<file path="src/design/chacha_pkg.sv">
package chacha_pkg;

    // Widths of the word fields
    localparam int BYTE_W      = 8;
    localparam int WORD_W      = 32;
    localparam int POS_W       = 6;
    localparam int CFG_IDX_W   = 3;
    localparam int CFG_DATA_W  = 64;

    // Block function
    localparam int STATE_WORDS = 16;
    localparam int DROUNDS     = 10;
    localparam int DR_W        = $clog2(DROUNDS);

    // Queue between front and back (power of two depth)
    localparam int FIFO_DEPTH  = 4;
    localparam int FIFO_AW     = $clog2(FIFO_DEPTH);
    localparam int FIFO_CW     = $clog2(FIFO_DEPTH + 1);

    // "expand 32-byte k"
    localparam logic [3:0][WORD_W-1:0] SIGMA = {
        32'h6b206574, 32'h79622d32, 32'h3320646e, 32'h61707865
    };

    typedef logic [STATE_WORDS-1:0][WORD_W-1:0] t_ks_block;

    // Configuration register indexes
    typedef enum logic [CFG_IDX_W-1:0] {
        CFG_KEY01    = 3'd0,
        CFG_KEY23    = 3'd1,
        CFG_KEY45    = 3'd2,
        CFG_KEY67    = 3'd3,
        CFG_NONCE01  = 3'd4,
        CFG_NONCE2   = 3'd5,
        CFG_INIT_CTR = 3'd6
    } t_cfg_idx;

    typedef struct packed {
        logic [7:0][WORD_W-1:0] key;
        logic [2:0][WORD_W-1:0] nonce;
        logic [WORD_W-1:0]      init_ctr;
    } t_cfg;

    // One classified word from the front
    typedef struct packed {
        logic [BYTE_W-1:0] data;
        logic [POS_W-1:0]  pos;
        logic              new_blk;
        logic [WORD_W-1:0] ctr;
    } t_job;

    // Block generation request
    typedef struct packed {
        logic              start;
        logic [WORD_W-1:0] ctr;
    } t_blk_req;

    typedef enum logic [1:0] {
        BK_IDLE,
        BK_GEN,
        BK_EMIT
    } t_back_st;

    typedef enum logic [1:0] {
        BL_IDLE,
        BL_ROUND,
        BL_FINAL
    } t_blk_st;

endpackage

</file>
<file path="src/design/chacha_fifo.sv">
module chacha_fifo import chacha_pkg::*; (
    input  logic i_clk,
    input  logic i_rst_n,
    input  logic i_push,
    input  t_job i_wdata,
    output logic o_full,
    output logic o_valid,
    input  logic i_pop,
    output t_job o_rdata
);

    t_job               r_mem [FIFO_DEPTH];
    logic [FIFO_AW-1:0] r_wp, r_rp;
    logic [FIFO_CW-1:0] r_cnt;

    assign o_full  = (r_cnt == FIFO_CW'(FIFO_DEPTH));
    assign o_valid = (r_cnt != '0);
    assign o_rdata = r_mem[r_rp];

    // Storage, no reset
    always_ff @(posedge i_clk) begin
        if (i_push) begin
            r_mem[r_wp] <= i_wdata;
        end
    end

    // Pointers and fill count
    always_ff @(posedge i_clk) begin
        if (!i_rst_n) begin
            r_wp  <= '0;
            r_rp  <= '0;
            r_cnt <= '0;
        end else begin
            if (i_push) begin
                r_wp <= r_wp + FIFO_AW'(1);
            end
            if (i_pop) begin
                r_rp <= r_rp + FIFO_AW'(1);
            end
            if (i_push && !i_pop) begin
                r_cnt <= r_cnt + FIFO_CW'(1);
            end else if (i_pop && !i_push) begin
                r_cnt <= r_cnt - FIFO_CW'(1);
            end
        end
    end

endmodule

</file>
<file path="config.mk">
export PLATFORM = sky130hd
export DESIGN_NAME = chacha_fifo
export DESIGN_NICKNAME = d
export VERILOG_FILES = /design/src/design/chacha_pkg.sv /design/src/design/chacha_fifo.sv
export SDC_FILE = /design/constraint.sdc
export NUM_CORES = 1
export LEC_CHECK = 0
export BUFFER_PORTS_ARGS = -buffer_cell sky130_fd_sc_hd__buf_2
export CORE_ASPECT_RATIO = 1.5
export CORE_MARGIN = 1.5
export CORE_UTILIZATION = 48
export CTS_CLUSTER_DIAMETER = 60
export CTS_CLUSTER_SIZE = 16
export DETAILED_ROUTE_END_ITERATION = 8
export PLACE_DENSITY = 0.72
export REMOVE_ABC_BUFFERS = 1
export SETUP_SLACK_MARGIN = 0.3
export SYNTH_ARGS = -nofsm -noshare
export SYNTH_HDL_FRONTEND = slang
export SYNTH_SLANG_ARGS = --single-unit
</file>
<file path="constraint.sdc">
create_clock -name i_clk -period 2.3 [get_ports i_clk]
set_input_delay 0.115 -clock i_clk [delete_from_list [all_inputs] [get_ports i_clk]]
set_output_delay 0.115 -clock i_clk [all_outputs]
set_load 0.005 [all_outputs]
</file>
==> results.yml, run 1 <==
status:
  status: "completed"
logic_synthesis:
  synth_warnings: 0
  seq_area_frac_synth_pct: 80.3
  synth_area_mm2: 0.00725
  netlist-cell-type-count: 21
  muxShareOfSynthArea_pct: 14.9
  synth-adder-area-share_pct: 1.14
  synth_compound_gate_area_share_pct: 0.173
  syn_avg_cell_area_um2: 25.2
  synth-seq-cells: 197
  synth-xor-area-share_pct: 0.604
  synthSimpleGateAreaFrac_pct: 1.28
  synth_top_family_by_area: "multiplexers"
  synth_cells: 288
sta:
  worst_pin_slew_ns: 0.426
  post-route-period-util_pct: 80.4
  fin_crit_ns: 1.85
  finalHoldViolations: 0
  rsz0062_at_grt: "no"
  finalMaxSlewViolations: 0
  fin_setup_tns_ns: 0
  finalClockSkew_ns: 0.00972
  slew_headroom_pct: 71.6
  setup_viol: 0
  fmax_ghz: 0.541
cells_and_area:
  final_common_cell: "edfxtp_1"
  final_area_mm2: 0.00912
  diodes: 0
  stdcell_count: 667
  area_delta_synth_final_pct: 25.8
  nets: 515
  drive_above_1_share_pct: 41.6
  mostFrequentLayoutCells: "edfxtp_1, buf_2, mux4_2, dlygate4sd3_1, clkbuf_16"
  nFillCells: 1040
  finish.utilization_pct: 62.2
routing:
  drtPass1Iterations: 4
  wl_per_cell_um: 19.3
  via_per_inst: 5.20
  route.detailed.drc: 0
  drt_iter0_drc: 131
  wl_mm: 12.9
  vias: 3470
  postRouteAntennaNets: 0
clock_tree:
  htreeDepth: 4
  cts_inserted_buffers: 17
  clk_pin_slew_ns: 0.07
  cts_tree: "done"
  root_buffer: "clkbuf_16"
  cts_sinks: 197
  cts_resized: 0
  clock_latency_ns: 0.41
  cts_buffer_depth: 2
global_routing:
  grt_pass1_wl_mm: 20.0
  gr-total-overflow: 0
  grt_pass1_vias: 3739
  antenna_found_initial: 0
  track_usage_pct: 17.3
  grt_max_degree: 42
placement:
  gp_congestion: 0.710
  placed_cells: 584
  place_area_mm2: 0.00805
  dpl.hpwl_mm: 7.63
  portBuffers: 99
die:
  die_y_um: 154
  core_area_mm2: 0.0147
  initial_core_util_pct: 49.5
  rows: 54
  design.die.area_mm2: 0.0159
  ios: 100
  die_w_um: 103
power:
  power.density_mw_per_mm2: 854
  total_power_w: 0.00779
  p_leak_nw: 3.15
  peakVddDrop_v: 0.000444
setup_path:
  required_ns: 2.18
  crit_path_max_fanout: 7
  critPathArrivalTime_ns: 1.73
  endpoint_kind: "output pin"
  crit_path_start_kind: "register"
  critPathKind: "reg2out"
job:
  maxCapViolations: 0
hold_path:
  worstHoldPathType: "in2reg"
-- layer usage --
metal	share of wire, %	GRT usage [%]
met5	0	0
met4	1.5	6.82
met3	3.0	3.32
met2	54	28.2
met1	42	23.0
-- worst max-delay path, cell delays in order, from the launching register on --
cell and delay, ns:
dfxtp_4 0.42, buf_4 0.21, mux4_2 0.54, buf_2 0.15
-- cell type report --
class	instances	area, µm²	area share (%)
well taps	196	245	2.69
clock inverters	14	145	1.59
multi-input cells	77	1320	14.4
flip-flops and latches	197	5830	63.9
inverters	4	15.0	0.165
repair buffers	161	1140	12.5
clock buffers	18	429	4.71
-- through the flow --
step / hold slack [ns] / setup slack (ns)
floorplan: 0.214 / -0.521
global placement: 0.325 / 0.690
detailed placement: 0.335 / 0.643
CTS: 0.000494 / 0.420
global route: 0.0223 / 0.374
finish: 0.0120 / 0.451
-- state kept, by name, summed over array words and instances, names as in the netlist, named ones only --
register,count
r_rp,2
r_wp,2
r_mem,188
r_cnt,3
-- synthesized netlist by cell type, drive strengths merged --
| master | number | area (µm²) |
|---|---|---|
| xor2 | 3 | 26.3 |
| and2 | 9 | 56.3 |
| a21boi | 1 | 7.51 |
| buf | 9 | 98.9 |
| mux4 | 47 | 1060 |
| clkbuf | 1 | 3.75 |
| dfxtp | 9 | 180 |
| nand2 | 1 | 3.75 |
| fa | 1 | 20.0 |
| ha | 5 | 62.6 |
| or3 | 2 | 12.5 |
| nor3b | 1 | 7.51 |
| mux2i | 2 | 20.0 |
| nor2b | 2 | 12.5 |
| inv | 4 | 15.0 |
| o21ai | 1 | 5.00 |
| edfxtp | 188 | 5650 |
| xnor2 | 2 | 17.5 |
-- path summary, 6_finish.rpt --
path,start,endpoint,slack (ns),cells past startpoint
setup / recovery,register,o_rdata[34],0.45,3
hold / removal,i_rst_n,r_cnt[0],0.01,2
setup reg to reg,r_wp[0],r_mem[0][39],0.76,4
hold reg to reg,r_cnt[2],r_cnt[2],0.53,2
-- logic make-up (layout without fill, tap and decap cells) --
group           count (synthesis)  in the layout
fa+ha+maj                       6              6
mux                            49             49
buf+inv                        14            197
flops                         197            197
simple gates                   15             15
xor+xnor                        5              5
compound gates                  2              2
-- repair_timing --
item                                    CTS  global route
hold endpoints to repair                188             0
hold buffers                             47             0
endpoints found under the setup margin   34             0
buffers inserted                          4             0
-- power by group --
part / total, W / leakage [nW] / switching, W / internal (W)
logic: 0.000803 / 1.07 / 0.000366 / 0.000437
clock network: 0.00282 / 0.277 / 0.00129 / 0.00153
registers: 0.00417 / 1.80 / 0.0000562 / 0.00411
Power figures use the tool's default switching activity.
==> run 2, diff against run 1 <==
Clock period 2.3 ns to 1.75 ns, I/O delays scaled along.
==> run 2 against run 1 <==
  * The run now ends with negative setup slack left
  * Worst hold slack improved by 0.023 ns
  * Combinational power increased by 38%
  * Routed wire length increased by 2.7%
  * Die area unchanged
  * Design area increased by 1.4%
  * Non-clock buffer count decreased by 1
  * Clock skew increased by 0.0011 ns
==> results.yml, run 2 (synthesis results as in run 1) <==
status:
  status: "complete, but fails checks"
  failed_checks: "negative setup slack"
sta:
  fin_setup_tns_ns: -2.86
  finalHoldViolations: 0
  post-route-period-util_pct: 105
  finalMaxSlewViolations: 0
  slew_headroom_pct: 79.6
  rsz0062_at_grt: "yes"
  fmax_ghz: 0.545
  setup_viol: 47
  fin_crit_ns: 1.84
  layout_setup_ws_ns: -0.0856
  finalClockSkew_ns: 0.0108
  worst_pin_slew_ns: 0.306
hold_path:
  worstHoldPathType: "in2reg"
  min_path_cells: 3
  min_from: "i_pop"
clock_tree:
  root_buffer: "clkbuf_16"
  cts_sinks: 197
  cts_buffer_depth: 2
  cts_inserted_buffers: 17
  htreeDepth: 4
  cts_tree: "done"
  clock_latency_ns: 0.42
  clk_pin_slew_ns: 0.07
die:
  initial_core_util_pct: 49.5
  die_y_um: 154
  ios: 100
  design.die.area_mm2: 0.0159
  die_w_um: 103
  core_area_mm2: 0.0147
  rows: 54
global_routing:
  gr-total-overflow: 0
  grt_pass1_vias: 3856
  grt_max_degree: 48
  antenna_found_initial: 0
  track_usage_pct: 17.3
  grt_pass1_wl_mm: 19.8
cells_and_area:
  regMostFlops: "r_mem"
  top_regs: "r_mem: 188 flops, r_cnt: 3 flops"
  final_area_mm2: 0.00925
  area_delta_synth_final_pct: 27.6
  final_common_cell: "edfxtp_1"
  largest_reg_flops: 188
  mostFrequentLayoutCells: "edfxtp_1, buf_2, dlygate4sd3_1, mux4_2, clkbuf_16"
  drive_above_1_share_pct: 41.7
  nets: 514
  diodes: 0
setup_path:
  max_stage_delay_ns: 0.54
  crit_chain: "buf_16, mux4_2, buf_2"
  critPathArrivalTime_ns: 1.75
  timing.critical_path.buf_inv: 2
  critPathTopFamily: "multiplexers"
  crit_path_start_kind: "register"
  required_ns: 1.66
  endpoint_kind: "output pin"
  rr_startpoint: "r_cnt[0]"
  crit_path_max_fanout: 14
  crit_slowest_cell: "mux4_2"
  critPathKind: "reg2out"
  timing.rr.end: "r_cnt[2]"
  rrSetupSlack_ns: 0.31
  r2r_cells: 4
routing:
  vias: 3443
  wl_mm: 13.2
  postRouteAntennaNets: 0
  via_per_inst: 5.17
  wl_per_cell_um: 19.8
  drt_iter0_drc: 192
  drtPass1Iterations: 4
  route.detailed.drc: 0
job:
  maxCapViolations: 0
power:
  peakVddDrop_v: 0.000602
  power.density_mw_per_mm2: 1120
  p_leak_nw: 3.18
  total_power_w: 0.0104
placement:
  gp_congestion: 0.708
  portBuffers: 99
  place_area_mm2: 0.00807
  dpl.hpwl_mm: 7.33
run 2: report_power, final:
part           switching [W]  total [W]  internal (W)
sequential         0.0000772    0.00549       0.00541
clock                0.00164    0.00376       0.00212
combinational       0.000497    0.00111      0.000617
total                0.00222     0.0104       0.00815
run 2: area by class of cell:
type / count / area, µm²
inverters: 4 / 15.0
fillers: 1030 / 5410
clock inverters: 14 / 150
multi-input cells: 77 / 1320
well taps: 196 / 245
repair buffers: 160 / 1260
flip-flops and latches: 197 / 5840
clock buffers: 18 / 429
run 2: how the worst max path moves through the flow:
stage,startpoint,to,slack (ns),cells after the start
after floorplan,register,o_rdata[0],-1.04,1
after global placement,r_wp[0],r_mem[2][7],0.19,4
after detailed placement,i_push,r_cnt[2],0.09,7
after CTS,register,o_rdata[34],-0.12,3
after global routing,register,o_rdata[39],-0.15,3
final,register,o_rdata[34],-0.09,3
run 2: per-layer routing:
| metal | vias to the layer above | global-route usage [%] | part of all wire [%] |
|---|---|---|---|
| met5 | - | 0 | 0 |
| met2 | 79 | 30.3 | 55 |
| met4 | 0 | 7.79 | 2.0 |
| met3 | 17 | 3.45 | 2.7 |
| met1 | 1795 | 20.2 | 40 |
| li1 | 1552 | - | - |
run 2: per-stage QoR:
stage	util [%]	hold slack (ns)	cells	worst slack [ns]
floorplan	-	0.186	278	-1.04
global placement	55.0	0.298	582	0.191
detailed placement	55.0	0.304	582	0.0852
CTS	62.5	0.0216	663	-0.122
global route	63.1	0.0679	666	-0.153
finish	63.1	0.0355	666	-0.0856
run 2: repair_timing:
item	4_1_cts	5_1_grt
hold buffers	48	0
resized for setup	5	4
setup endpoints to repair	82	95
buffers inserted	1	0
cloned	0	3
hold endpoints to repair	197	0
pin swaps	1	0
run 2: worst reg2reg max path, cell delays in order, from the launching register on:
cell and delay, ns:
dfxtp_4 0.36, fa_2 0.39, xor2_1 0.17, or3_1 0.32
a21boi_1 0.14
==> run 3, diff against run 2 <==
Settings changed: SETUP_SLACK_MARGIN 0.3 to unset.
==> run 3 against run 2 <==
  * The flow still finishes with violations (negative setup slack)
  * Via count fell by 1.4%
  * Routed wire length is 1.8% lower
  * First-iteration DRC count is 7.3% higher
  * Clock power about the same
  * Largest power group unchanged
==> results.yml, run 3 (synthesis results as in run 1) <==
status:
  status: "complete, but fails checks"
  failed_checks: "negative setup slack"
placement:
  placed_cells: 582
  dpl.hpwl_mm: 7.33
  gp_congestion: 0.708
  portBuffers: 99
sta:
  layout_setup_ws_ns: -0.0883
  finalHoldViolations: 0
  post-route-period-util_pct: 105
  setup_viol: 47
  finalMaxSlewViolations: 0
  fin_crit_ns: 1.84
  hold_slack_ns: 0.0337
  fin_setup_tns_ns: -2.98
  finalClockSkew_ns: 0.00789
  rsz0062_at_grt: "yes"
  fmax_ghz: 0.544
  slew_headroom_pct: 67.0
  worst_pin_slew_ns: 0.494
die:
  die_w_um: 103
  rows: 54
  ios: 100
  design.die.area_mm2: 0.0159
  die_y_um: 154
  core_area_mm2: 0.0147
  initial_core_util_pct: 49.5
routing:
  wl_met3_um: 344
  drtPass1Iterations: 6
  m1WireLength_mm: 5.16
  route.detailed.drc: 0
  wl_mm: 13.0
  drt_iter0_drc: 206
  vias: 3394
  postRouteAntennaNets: 0
  wl_met2_mm: 7.21
  wl_per_cell_um: 19.5
  maxUsedRoutingLayer: "met4"
  via_per_inst: 5.11
hold_path:
  worstHoldPathType: "in2reg"
  min_path_cells: 3
cells_and_area:
  final_common_cell: "edfxtp_1"
  regMostFlops: "r_mem"
  diodes: 0
  nFillCells: 1038
  top_regs: "r_mem: 188 flops, r_cnt: 3 flops"
  largest_reg_flops: 188
  area_delta_synth_final_pct: 26.8
  drive_above_1_share_pct: 40.8
  nets: 512
  mostFrequentLayoutCells: "edfxtp_1, buf_2, dlygate4sd3_1, mux4_2, clkbuf_16"
  stdcell_count: 664
setup_path:
  endpoint_kind: "output pin"
  crit_path_max_fanout: 13
  critPathKind: "reg2out"
  r2r_cells: 4
  required_ns: 1.66
  critPathArrivalTime_ns: 1.75
  crit_path_start_kind: "register"
clock_tree:
  post_cts_buffers: 0
  clock_latency_ns: 0.42
  cts_tree: "done"
  cts_inserted_buffers: 17
  root_buffer: "clkbuf_16"
  htreeDepth: 4
  cts_buffer_depth: 2
  cts_sinks: 197
  clk_pin_slew_ns: 0.07
global_routing:
  grt_pass1_vias: 3851
  track_usage_pct: 17.3
  antenna_found_initial: 0
  grt_max_degree: 48
  gr-total-overflow: 0
  grt_pass1_wl_mm: 19.7
power:
  peakVddDrop_v: 0.000613
  total_power_w: 0.0103
  p_leak_nw: 3.16
  power.density_mw_per_mm2: 1120
job:
  maxCapViolations: 0
[run 3: repair_timing]
item                       CTS  global route
resized for setup            1             2
hold endpoints to repair   197             0
setup endpoints to repair   47            47
hold buffers                48             0
gates cloned                 0             2
[run 3: cell type report]
cell class                 count  area [µm²]  share of cell area (%)
tap                          196         245                    2.67
clock buffer                  18         429                    4.67
multi-input combinational     77        1320                    14.3
timing repair buffer         158        1210                    13.2
clock inverter                14         150                    1.63
sequential                   197        5830                    63.4
inverter                       4        15.0                   0.163
[run 3: per-layer routing]
layer,global-route usage [%],vias to the layer above
li1,-,1545
met1,20.0,1761
met2,30.3,72
met3,3.45,16
met4,7.79,0
met5,0,-
[run 3: stage by stage]
stage | setup slack (ns) | cell area [µm²] | utilization [%]
floorplan | -1.04 | 7150 | -
finish | -0.0883 | 9200 | 62.7
CTS | -0.122 | 9140 | 62.3
global route | -0.153 | 9200 | 62.7
global placement | 0.191 | 8070 | 55.0
detailed placement | 0.0852 | 8070 | 55.0
[run 3: worst paths after layout]
check | start | to | slack [ns]
max | register | o_rdata[20] | -0.09
min | i_pop | register | 0.03
max reg2reg | r_wp[0] | r_mem[2][33] | 0.16
min reg2reg | r_cnt[2] | r_cnt[2] | 0.53
[run 3: where the power goes]
group	internal, W	leakage (nW)	total [W]	switching (W)
Sequential	0.00541	1.80	0.00548	0.0000756
Combinational	0.000599	1.09	0.00109	0.000486
Clock	0.00212	0.276	0.00377	0.00165
Total	0.00813	3.16	0.0103	0.00221
[run 3: worst max-delay path: stages (launching register included)]
cell	delay, ns
dfxtp_4	0.44
clkbuf_16	0.23
mux4_2	0.50
buf_2	0.14
