## src/design/chacha_pkg.sv

```systemverilog
package chacha_pkg;

    // Widths of the word fields
    localparam int BYTE_W      = 8;
    localparam int WORD_W      = 32;
    localparam int POS_W       = 6;
    localparam int CFG_IDX_W   = 3;
    localparam int CFG_DATA_W  = 64;

    // Block function
    localparam int STATE_WORDS = 16;
    localparam int DROUNDS     = 10;
    localparam int DR_W        = $clog2(DROUNDS);

    // Queue between front and back (power of two depth)
    localparam int FIFO_DEPTH  = 4;
    localparam int FIFO_AW     = $clog2(FIFO_DEPTH);
    localparam int FIFO_CW     = $clog2(FIFO_DEPTH + 1);

    // "expand 32-byte k"
    localparam logic [3:0][WORD_W-1:0] SIGMA = {
        32'h6b206574, 32'h79622d32, 32'h3320646e, 32'h61707865
    };

    typedef logic [STATE_WORDS-1:0][WORD_W-1:0] t_ks_block;

    // Configuration register indexes
    typedef enum logic [CFG_IDX_W-1:0] {
        CFG_KEY01    = 3'd0,
        CFG_KEY23    = 3'd1,
        CFG_KEY45    = 3'd2,
        CFG_KEY67    = 3'd3,
        CFG_NONCE01  = 3'd4,
        CFG_NONCE2   = 3'd5,
        CFG_INIT_CTR = 3'd6
    } t_cfg_idx;

    typedef struct packed {
        logic [7:0][WORD_W-1:0] key;
        logic [2:0][WORD_W-1:0] nonce;
        logic [WORD_W-1:0]      init_ctr;
    } t_cfg;

    // One classified word from the front
    typedef struct packed {
        logic [BYTE_W-1:0] data;
        logic [POS_W-1:0]  pos;
        logic              new_blk;
        logic [WORD_W-1:0] ctr;
    } t_job;

    // Block generation request
    typedef struct packed {
        logic              start;
        logic [WORD_W-1:0] ctr;
    } t_blk_req;

    typedef enum logic [1:0] {
        BK_IDLE,
        BK_GEN,
        BK_EMIT
    } t_back_st;

    typedef enum logic [1:0] {
        BL_IDLE,
        BL_ROUND,
        BL_FINAL
    } t_blk_st;

endpackage

```

## src/design/chacha_if.sv

```systemverilog
// Input word channel
interface chacha_in_if import chacha_pkg::*; ();
    logic              valid;
    logic              ready;
    logic [BYTE_W-1:0] data_byte;
    logic              message_start;

    modport source (output valid, output data_byte, output message_start, input ready);
    modport sink   (input valid, input data_byte, input message_start, output ready);
endinterface


```

## src/design/chacha_front.sv

```systemverilog
module chacha_front import chacha_pkg::*; (
    input  logic              i_clk,
    input  logic              i_rst_n,
    chacha_in_if.sink         i_data,
    input  logic [WORD_W-1:0] i_init_ctr,
    input  logic              i_full,
    output logic              o_push,
    output t_job              o_job
);

    logic [POS_W-1:0]  r_pos, n_pos;
    logic [WORD_W-1:0] r_ctr, n_ctr;
    logic [POS_W-1:0]  pos_eff;
    logic [WORD_W-1:0] ctr_eff;

    assign i_data.ready = !i_full;
    assign o_push       = i_data.valid && !i_full;

    // Message start restarts position and counter before this byte
    assign pos_eff = i_data.message_start ? '0 : r_pos;
    assign ctr_eff = i_data.message_start ? i_init_ctr : r_ctr;

    always_comb begin
        o_job.data    = i_data.data_byte;
        o_job.pos     = pos_eff;
        o_job.new_blk = (pos_eff == '0);
        o_job.ctr     = ctr_eff;
    end

    // Counter advances once per block, position wraps at 64
    always_comb begin
        n_pos = r_pos;
        n_ctr = r_ctr;
        if (o_push) begin
            n_pos = pos_eff + POS_W'(1);
            n_ctr = (pos_eff == '0) ? ctr_eff + WORD_W'(1) : ctr_eff;
        end
    end

    always_ff @(posedge i_clk) begin
        if (!i_rst_n) begin
            r_pos <= '0;
            r_ctr <= '0;
        end else begin
            r_pos <= n_pos;
            r_ctr <= n_ctr;
        end
    end

endmodule

```

## src/flat_wrapper.sv

```systemverilog
// flat-port wrapper written by rule: the top's interface ports become plain ports
module chacha_front_flat import chacha_pkg::*;
  (i_clk, i_rst_n, i_init_ctr, i_full, o_push, o_job, i_data_valid, i_data_data_byte, i_data_message_start, i_data_ready);
  chacha_in_if i_data_i ();
  input  logic i_clk;
  input  logic i_rst_n;
  input  logic [WORD_W-1:0] i_init_ctr;
  input  logic i_full;
  output logic o_push;
  output t_job o_job;
  input wire logic [$bits(i_data_i.valid)-1:0] i_data_valid;
  input wire logic [$bits(i_data_i.data_byte)-1:0] i_data_data_byte;
  input wire logic [$bits(i_data_i.message_start)-1:0] i_data_message_start;
  output wire logic [$bits(i_data_i.ready)-1:0] i_data_ready;
  assign i_data_i.valid = i_data_valid;
  assign i_data_i.data_byte = i_data_data_byte;
  assign i_data_i.message_start = i_data_message_start;
  assign i_data_ready = i_data_i.ready;
  chacha_front u_core (.i_clk(i_clk), .i_rst_n(i_rst_n), .i_data(i_data_i), .i_init_ctr(i_init_ctr), .i_full(i_full), .o_push(o_push), .o_job(o_job));
endmodule
```

## config.mk

```make
export PLATFORM = sky130hd
export DESIGN_NAME = chacha_front_flat
export DESIGN_NICKNAME = d
export VERILOG_FILES = /design/src/design/chacha_pkg.sv /design/src/design/chacha_if.sv /design/src/design/chacha_front.sv /design/src/flat_wrapper.sv
export SDC_FILE = /design/constraint.sdc
export NUM_CORES = 1
export LEC_CHECK = 0
export ABC_AREA = 1
export BUFFER_PORTS_ARGS = -buffer_cell sky130_fd_sc_hd__clkbuf_2
export CAP_MARGIN = 20
export CORE_MARGIN = 2
export CORE_UTILIZATION = 56
export DETAILED_ROUTE_END_ITERATION = 8
export PLACE_DENSITY = 0.86
export SKIP_CTS_REPAIR_TIMING = 1
export SLEW_MARGIN = 10
export SYNTH_ARGS = -nofsm -noshare
export SYNTH_HDL_FRONTEND = slang
export SYNTH_SLANG_ARGS = --single-unit
```

## constraint.sdc

```tcl
create_clock -name i_clk -period 4.8 [get_ports i_clk]
set_input_delay 0.96 -clock i_clk [delete_from_list [all_inputs] [get_ports i_clk]]
set_output_delay 0.96 -clock i_clk [all_outputs]
set_load 0.03 [all_outputs]
```

==> results.md, run 1 <==
- STA puts the critical path data required time at 3.84 ns.
- The count of warnings emitted by yosys is 0.
- Routed signal wires occupy layers up through met4.
- The average via count per standard cell is 5.358.
- The clock tree buffer depth is 2.
- The wire length reported by the detailed router is 8.331 mm.
- The residual antenna-violating net count after detailed routing is 0.
- In this run the static leakage power is 0.001690 uW.
- The total overflow left after global routing is 0.
- The synthesized netlist devotes 14.56% of its cell area to compound gates.
- Of the total synthesized cell area, the portion taken by XOR and XNOR cells is 4.294%.
- Along the worst path, the maximum fanout reaches 31.
- The number of synthesized register bits is 38.
- The die is 77.91 um tall.
- For this run, the total global-route usage over all layers was measured as 27.10%.
- The power density over the cells is 233.4 mW/mm^2.
- The area share of the leading cell type in the synthesized netlist is 24.87%.
- The routed layout has 3488 vias.
- The full die area is 0.006070 sq mm.
- The pin slew with the least headroom to its limit is 0.6869 ns.
- The cell sitting at the root of the clock tree is a sky130_fd_sc_hd__clkbuf_8.
- The number of buffers inserted during clock tree synthesis is 5.
- After detailed routing, the number of remaining DRC violations is 0.
- The max-slew violation count is 0.
- Together, buffers and inverters on the worst path number 4.
- The flow ran to the end, and the final reports show no timing, DRC or antenna violations.
- The region available for standard cell placement spans 0.005205 sq mm.
- In this run the cell area of the synthesized design comes to 0.003059 sq mm.
- The number of distinct library cells after synthesis is 29.
- Setup repair after global routing left no endpoint under its margin.
- The startpoint kind of the worst setup timing path is an input pin.
- After the first detailed-routing iteration, the DRC count stood at 277.
- The layout has 489 filler cells.
- Dividing the final minimum period by the clock period gives 81.31%.
- The weighted congestion reported at the end of routability-driven placement is 0.9469.
- The total count of hold-check failures in the final report came to 0.
- The classification of the worst-slack hold path is flop to flop.
- The number of nets handed over by synthesis was 570.
- The max-slew headroom at the worst pin is 54.21%.
- The adder and majority cell fraction of the synthesized area is 1.227%.
- The detailed route wirelength on metal2 is 4.012 mm.
- The number of I/O pins is 94.
- The cell area after layout is 0.003440 sq mm.
- The via count of the first global-routing pass came to 2996.
- After routing, the total negative slack on setup checks comes to 0 ns.
- The length of routed wiring on met1 is 3.531 mm.
- In the detailed route, the total length drawn on met3 is 643 um.
- The multi-input combinational cells in the finished layout cover a total of 0.001832 sq mm.
- The floorplan step set the die width to 77.91 um.
- The area overhead of the layout relative to synthesis is 12.43%.
- The signal arrival time at the worst endpoint is 2.94 ns.
- The dominant delay contributor by cell family on the critical path is buffers and inverters.
- In the final design database the tool counted 629 nets.
- Leaving out fill and tap cells, the most frequent cell in the layout is sky130_fd_sc_hd__nand2_1.
- The first global-routing pass estimated 13.43 mm of wire.
- By area, the combinational part of the netlist is dominated by simple AND/OR/NAND/NOR gates.
- Cells with a size suffix above 1 make up 20.14% of the layout.
- The clock transition at the registers of the reported paths is 0.07 ns.
- Traced cell by cell, the critical path runs through clkbuf_2, inv_1, o21ai_1, nand3_2, inv_1, clkbuf_2.
- Summing the areas of all and, or, nand and nor instances in the mapped netlist gives 39.80% of the synthesized area.
- The total area of sequential cells is 760.7 sq um.
- Setup slack on the worst reg-to-reg path comes out at 2.50 ns.
- Of the post-synthesis cell area, the part taken by muxes is 0%.
- The slowest cell on the critical path is sky130_fd_sc_hd__clkbuf_2.
- The worst-case vdd ir drop is 0.1297 mV.
- Between clock sinks in the finished design, the worst skew comes to 0.004156 ns.
- The number of maximum-capacitance violations is 0.
- The number of antenna repair diodes is 0.
- After synthesis, the mean cell area works out to 5.861 sq um.
- In this run the core area contains 26 standard-cell rows.
- The later pin in the worst-skew pair is clocked with a latency of 0.29 ns.
- The number of optimization iterations in the first detailed-route pass is 6.
- The peak per-stage delay on the critical path is 0.53 ns.
- The initial standard-cell utilization of the core is 58.77%.
- For this design, the sink count on the clock tree is 38.
- TritonCTS built the clock tree.
- The post-route minimum period is 3.903 ns.
- The depth of the CTS H-tree is 2.
- In this run the tool buffered the top-level ports with 77 buffer cells.
- In this run the cell area measured after placement is 0.003363 sq mm.
- Static timing analysis puts the maximum clock frequency at 0.2562 GHz.
- After synthesis, the cell types taking the most area are sky130_fd_sc_hd__dfxtp_1, sky130_fd_sc_hd__nand2_1, sky130_fd_sc_hd__inv_1.
- Dividing the detail-routed wire length by the instance count gives 12.80 um.
- The most area-hungry cell type in the Yosys netlist is sky130_fd_sc_hd__dfxtp_1.
- The worst setup path is of the input pin to output port kind.
- In the layout the commonest cells are sky130_fd_sc_hd__nand2_1, sky130_fd_sc_hd__clkbuf_2, sky130_fd_sc_hd__inv_1, sky130_fd_sc_hd__nor2_1, sky130_fd_sc_hd__dfxtp_1.
- The half-perimeter wire length after detailed placement is 6.123 mm.
- Summing the sequential cell areas from Yosys gives 24.87% of the chip area.
- The final number of setup-violating endpoints is 0.
- The largest net degree at the start of global routing is 63.
- STA classifies the critical path endpoint as an output port.
- In the synthesized netlist, the number of instances is 522.
- The number of antenna violations at the first check in global routing is 0.
## metrics by stage
stage	cells	power [uW]	worst slack, ns	hold slack (ns)	utilization (%)
finish	651	802.7	0.8970	0.4747	66.08
global route	651	846.8	0.7652	0.4972	66.08
global placement	644	585.2	1.072	0.4526	64.62
detailed placement	644	591.0	0.9579	0.4701	64.62
CTS	651	802.9	0.9504	0.4804	66.08
floorplan	522	539.4	1.161	0.4453	-
## sequential cells by signal (all words and copies together), names as in the netlist
register / count
u_core.r_ctr: 32
u_core.r_pos: 6
## Yosys cell counts (all sizes together)
master and count:
nor2 68, o21ai 46, nand2 160, a21oi 30, ha 3, o211ai 3, clkbuf 9, buf 19
nor3 7, xnor2 1, a211oi 1, xor2 14, nand3 31, clkinv 1, dfxtp 38, or2 2
a31oi 2, nand4 15, inv 72
## cells by family (layout without fill, tap and decap cells)
kind of cell               after synthesis  in the layout
AOI/OAI and AO/OA                       82             82
xor gates and xnor gates                15             15
DFF                                     38             38
buffers and inverters                  101            160
and+or+nand+nor                        283            283
adders and majority gates                3              3
## worst paths after layout
kind,startpoint,end,cells past startpoint
max reg2reg,u_core.r_pos[0],u_core.r_ctr[29],15
min reg2reg,u_core.r_pos[2],u_core.r_pos[2],2
min,u_core.r_pos[2],u_core.r_pos[2],2
max,i_data_message_start,o_job[32],6
## where the power goes
part	leakage, uW	total, uW	switching (uW)	internal, uW
registers	0.000312	343	8.67	334
clock network	0.0000383	215	115	100
logic	0.00134	245	175	69.9
total	0.00169	803	299	504
## metal layers
metal	track usage (%)	up-vias
met5	0	-
met4	8.596	0
met3	4.884	16
met2	46.38	149
met1	34.49	1563
li1	-	1760
## worst register-to-register path: stages, from the launching register on
cell and delay, ns:
sky130_fd_sc_hd__dfxtp_1 0.32, sky130_fd_sc_hd__inv_1 0.07, sky130_fd_sc_hd__nor2_1 0.08, sky130_fd_sc_hd__inv_1 0.10, sky130_fd_sc_hd__ha_1 0.14, sky130_fd_sc_hd__inv_1 0.04
sky130_fd_sc_hd__nor2_1 0.13, sky130_fd_sc_hd__nand3_2 0.18, sky130_fd_sc_hd__nor2_2 0.22, sky130_fd_sc_hd__nand3_2 0.13, sky130_fd_sc_hd__nor2_2 0.41, sky130_fd_sc_hd__nand3_1 0.14
sky130_fd_sc_hd__nand2_1 0.09, sky130_fd_sc_hd__nand3_1 0.06, sky130_fd_sc_hd__nand2_1 0.08, sky130_fd_sc_hd__inv_1 0.03
## cell type report
cell class | instances | share of cell area (%)
well taps | 70 | 2.546
inverters | 73 | 8.003
flip-flops and latches | 38 | 22.12
multi-input cells | 383 | 53.26
repair buffers | 80 | 11.86
clock buffers | 7 | 2.219
No activity file was read; power rests on OpenSTA's default activity.
==> run 2: changes to the inputs <==
Settings changed: ABC_AREA 1 to 0, CORE_UTILIZATION 56 to 52, PLACE_DENSITY 0.86 to 0.81.
Clock period 4.8 ns to 3.75 ns, I/O delays scaled along.
==> run 2 against run 1 <==
  * Non-clock buffer count increased by 3
  * Sequential share of layout area increased by 0.55 points
  * Area after synthesis decreased by 4.7%
  * Hold slack got worse by 0.0059 ns
  * Critical path depth increased by 1
  * First-iteration DRC count decreased by 12%
  * Total power increased by 18%
  * Clock power increased by 26%
  * Sequential power increased by 26%
  * Core utilization decreased by 4.8 points
  * Clock skew increased by 0.0046 ns
  * Cell area decreased by 2.4%
  * Largest cell class unchanged
  * Highest routed layer unchanged
==> results.md, run 2 <==
- The critical path endpoint category is an output port (unchanged).
- The core footprint is 0.005473 sq mm (was 0.005205 sq mm).
- The port buffer count is 77 (unchanged).
- The pin slew with the least headroom to its limit is 0.8132 ns (was 0.6869 ns).
- The residual antenna-violating net count after detailed routing is 0 (unchanged).
- The root buffer cell is sky130_fd_sc_hd__clkbuf_8 (unchanged).
- The number of distinct library cells after synthesis was 54 (was 29).
- The power share of the sequential group came to 45.4% (was 42.7%).
- The met3 layer wire length in the routed design is 539 um (was 643 um).
- The gate count after technology mapping is 368 (was 522).
- The final number of setup-violating endpoints was 0 (unchanged).
- Status: completed (unchanged).
- The required time at the endpoint of the critical path was 3.00 ns (was 3.84 ns).
- The total standard cell area after synthesis came to 0.002915 sq mm (was 0.003059 sq mm).
- The post-route clock skew is 0.008744 ns (was 0.004156 ns).
- The maximum frequency from static timing analysis is 0.3661 GHz.
- The clock tree buffer depth is 2 (unchanged).
- The wire length reported by the detailed router is 7.758 mm (was 8.331 mm).
- Biggest area contributors in the synthesized netlist: sky130_fd_sc_hd__dfxtp_1, sky130_fd_sc_hd__mux2_2, sky130_fd_sc_hd__nand3_1 (was sky130_fd_sc_hd__dfxtp_1, sky130_fd_sc_hd__nand2_1, sky130_fd_sc_hd__inv_1).
- The final-layout setup total negative slack is 0 ns (unchanged).
- The number of antenna repair diodes is 0 (unchanged).
- The share of synthesized flip-flops with an asynchronous set or reset is 0% (unchanged).
- The top flip-flop cell by instance count after synthesis is sky130_fd_sc_hd__dfxtp_1 (unchanged).
- The count of warnings emitted by yosys is 0 (unchanged).
- The kind of critical path is input pin to output port (unchanged).
- The slowest cell on the critical path is sky130_fd_sc_hd__nor2b_1 (was sky130_fd_sc_hd__clkbuf_2).
- The clock sink count is 38 (unchanged).
- The wire length of the first global-routing pass is 12.45 mm (was 13.43 mm).
- The wire length per cell after detailed routing is 15.58 um (was 12.80 um).
- The number of antenna violations at the first check in global routing is 0 (unchanged).
- The power density over the cells is 283.2 mW/mm^2 (was 233.4 mW/mm^2).
- Leading cell types in the layout, fill and taps excluded: sky130_fd_sc_hd__clkbuf_2, sky130_fd_sc_hd__nand3_1, sky130_fd_sc_hd__nand2_1, sky130_fd_sc_hd__dfxtp_1, sky130_fd_sc_hd__mux2_2 (was sky130_fd_sc_hd__nand2_1, sky130_fd_sc_hd__clkbuf_2, sky130_fd_sc_hd__inv_1, sky130_fd_sc_hd__nor2_1, sky130_fd_sc_hd__dfxtp_1).
- The post-synth net total came to 416 (was 570).
- The share of power burned in the clock network is 28.4% (was 26.8%).
- The depth of the CTS H-tree is 2 (unchanged).
- The detailed route wirelength on metal2 is 3.633 mm (was 4.012 mm).
- The fraction of final layout cells sized beyond drive strength 1 was 27.23% (was 20.14%).
- The dominant delay contributor by cell family on the critical path is buffers and inverters (unchanged).
- The power after layout is 950.3 uW (was 802.7 uW).
- The signal arrival time at the worst endpoint is 1.98 ns (was 2.94 ns).
- The worst-case vdd ir drop is 0.1547 mV (was 0.1297 mV).
- The classification of the worst-slack hold path is flop to flop (unchanged).
- Registers with the most flip-flops: u_core.r_ctr (32), u_core.r_pos (6) (unchanged).
- The static power due to leakage is 0.001447 uW (was 0.001690 uW).
- The most area-hungry cell type in the Yosys netlist is sky130_fd_sc_hd__dfxtp_1 (unchanged).
- The number of I/O pins is 94 (unchanged).
- The commonest non-fill, non-tap cell in the layout is sky130_fd_sc_hd__clkbuf_2 (was sky130_fd_sc_hd__nand2_1).
- The area overhead of the layout relative to synthesis came to 15.11% (was 12.43%).
- RSZ-0062 raised after global routing: false (unchanged).
- The non-filler instance count after layout is 498 (was 651).
- The portion of the post-synthesis area used by sequential elements was 26.09% (was 24.87%).
- The top layer reached by signal wires was met4 (unchanged).
- The number of enable flip-flop cells after synthesis is 0 (unchanged).
- The clock transition at the registers of the reported paths is 0.08 ns (was 0.07 ns).
- The area share of the leading cell type in the synthesized netlist was 26.09% (was 24.87%).
- The proportion of total power due to net switching is 33.57% (was 37.20%).
- The relative contribution of combinational cells to total power is 26.2% (was 30.5%).
- The global-route usage over all layers was 24.52% (was 27.10%).
- Top cells by instance count after synthesis: sky130_fd_sc_hd__nand3_1, sky130_fd_sc_hd__nand2_1, sky130_fd_sc_hd__dfxtp_1 (was sky130_fd_sc_hd__nand2_1, sky130_fd_sc_hd__inv_1, sky130_fd_sc_hd__nor2_1).
- The overall die width came to 78.88 um (was 77.91 um).
- The number of optimization iterations in the first detailed-route pass is 5 (was 6).
- The half-perimeter wire length after detailed placement is 5.543 mm (was 6.123 mm).
- The number of nets in the layout was 474 (was 629).
- The highest fanout seen on the critical path is 4 (was 31).
- The total via count in the routed design is 3053 (was 3488).
- The weighted congestion reported at the end of routability-driven placement is 0.8394 (was 0.9469).
- The average size of a mapped cell is 7.922 sq um (was 5.861 sq um).
- The clock insertion delay at the later pin of the skew report is 0.29 ns (about the same).
- The pre-CTS setup slack is 0.7512 ns (was 0.9579 ns).
- The startpoint kind of the worst setup timing path is an input pin (unchanged).
- Of the available clock period, the critical path in the final layout requires 72.83%.
- The register with the most flip-flops is u_core.r_ctr (unchanged).
- The number of synthesized register bits was 38 (unchanged).
- The largest net degree at the start of global routing is 62 (was 63).
- The number of flip-flops under the largest register name is 32 (unchanged).
- The count of buffering cells on the critical path with inverters included is 4 (unchanged).
- The final worst-path setup slack is 1.019 ns (was 0.8970 ns).
- The max-slew violation count is 0 (unchanged).
- Cell breakdown of the critical path: clkbuf_2, nor2b_1, inv_1, ha_1, o21ai_0, inv_1, clkbuf_2 (was clkbuf_2, inv_1, o21ai_1, nand3_2, inv_1, clkbuf_2).
- The total count of hold-check failures in the final report was 0 (unchanged).
- The length of routed wiring on met1 was 3.526 mm (was 3.531 mm).
- The max-slew headroom at the worst pin came to 45.79% (was 54.21%).
- The number of placed instances with taps included was 491 (was 644).
- The vertical extent of the die was 78.88 um (was 77.91 um).
- The internal power consumption came to 631.3 uW (was 504.1 uW).
- The worst path in the final design needs a cycle of 2.731 ns, including I/O delays and setup.
- The number of maximum-capacitance violations was 0 (unchanged).
- The average via count per standard cell came to 6.131 (was 5.358).
- The number of cell rows is 27 (was 26).
- The peak per-stage delay on the critical path is 0.27 ns (was 0.53 ns).
- The full die area was 0.006221 sq mm (was 0.006070 sq mm).
- The initial standard-cell utilization of the core came to 53.27% (was 58.77%).
- The DRC marker count from the first detailed-route iteration came to 244 (was 277).
- The total overflow reported by the global router came to 0 (unchanged).
- The number of buffers inserted during clock tree synthesis is 5 (unchanged).
- The TritonCTS clock tree was done (unchanged).
- The via count of the first global-routing pass came to 2723 (was 2996).
- The net switching power figure is 319.0 uW (was 298.6 uW).
- The number of remaining DRC errors is 0 (unchanged).
- The cell with the most instances after synthesis is sky130_fd_sc_hd__nand3_1 (was sky130_fd_sc_hd__nand2_1).
## run 2: cell count changes after synthesis, sizes merged, moves of 10 or more
cell    before  now
nand2      160   42
nor2        68    5
inv         72   14
o21ai       46   14
a21oi       30    4
mux2         0   23
nand3       31   49
or4          0   11
o211ai       3   13
xor2        14    4
## run 2: layout make-up
cell class / instances / area (sq um)
fillers: 508 / 2117
multi-input cells: 284 / 1931
flip-flops and latches: 38 / 760.7
repair buffers: 83 / 442.9
well taps: 72 / 90.09
clock buffers: 5 / 68.82
inverters: 14 / 52.55
clock inverters: 2 / 10.01
## run 2: worst register-to-register path, stage by stage (launching register included)
cell,delay (ns)
sky130_fd_sc_hd__dfxtp_1,0.36
sky130_fd_sc_hd__nor2b_1,0.30
sky130_fd_sc_hd__inv_1,0.09
sky130_fd_sc_hd__ha_1,0.24
sky130_fd_sc_hd__and4_1,0.21
sky130_fd_sc_hd__a41o_1,0.30
sky130_fd_sc_hd__nand3_1,0.48
sky130_fd_sc_hd__nor3_1,0.10
sky130_fd_sc_hd__a311o_1,0.33
## run 2: power groups by stage
stage                     registers [uW]  logic, uW  clock network, uW
after global routing                 433        269                294
after floorplan                      436        192                  0
final                                431        249                270
after detailed placement             440        247                  0
after global placement               439        243                  0
after CTS                            430        248                275
## run 2: routing by layer
layer / vias up / GRT usage (%)
met3: 7 / 4.205
li1: 1498 / -
met5: - / 0
met4: 0 / 6.379
met2: 111 / 40.94
met1: 1437 / 32.89
## run 2: cells by family (layout without fill, tap and decap cells)
| logic type | Yosys count | in the layout | synth area share [%] |
|---|---|---|---|
| flip-flops | 38 | 38 | 26.09 |
| XOR/XNOR | 7 | 7 | 2.103 |
| adder cells (fa/ha/maj) | 3 | 3 | 1.288 |
| buffers and inverters | 46 | 104 | 7.682 |
| AO/OA/AOI/OAI | 77 | 77 | 19.49 |
| AND/OR/NAND/NOR | 165 | 165 | 31.37 |
| multiplexers | 32 | 32 | 11.97 |
## run 2: worst paths after layout
kind                         from               end  slack (ns)  cells past startpoint
max          i_data_message_start         o_job[32]        1.02                      7
max reg2reg       u_core.r_pos[0]  u_core.r_ctr[27]        1.23                      8
min reg2reg       u_core.r_ctr[0]   u_core.r_ctr[0]        0.47                      2
min               u_core.r_ctr[0]   u_core.r_ctr[0]        0.47                      2
## run 2: metrics by stage
stage               util (%)  hold WS, ns  cell area [sq um]
floorplan                  -       0.4364               2915
global route           61.32       0.4981               3356
global placement       59.88       0.4511               3277
CTS                    61.32       0.4675               3356
detailed placement     59.88       0.4567               3277
finish                 61.32       0.4687               3356
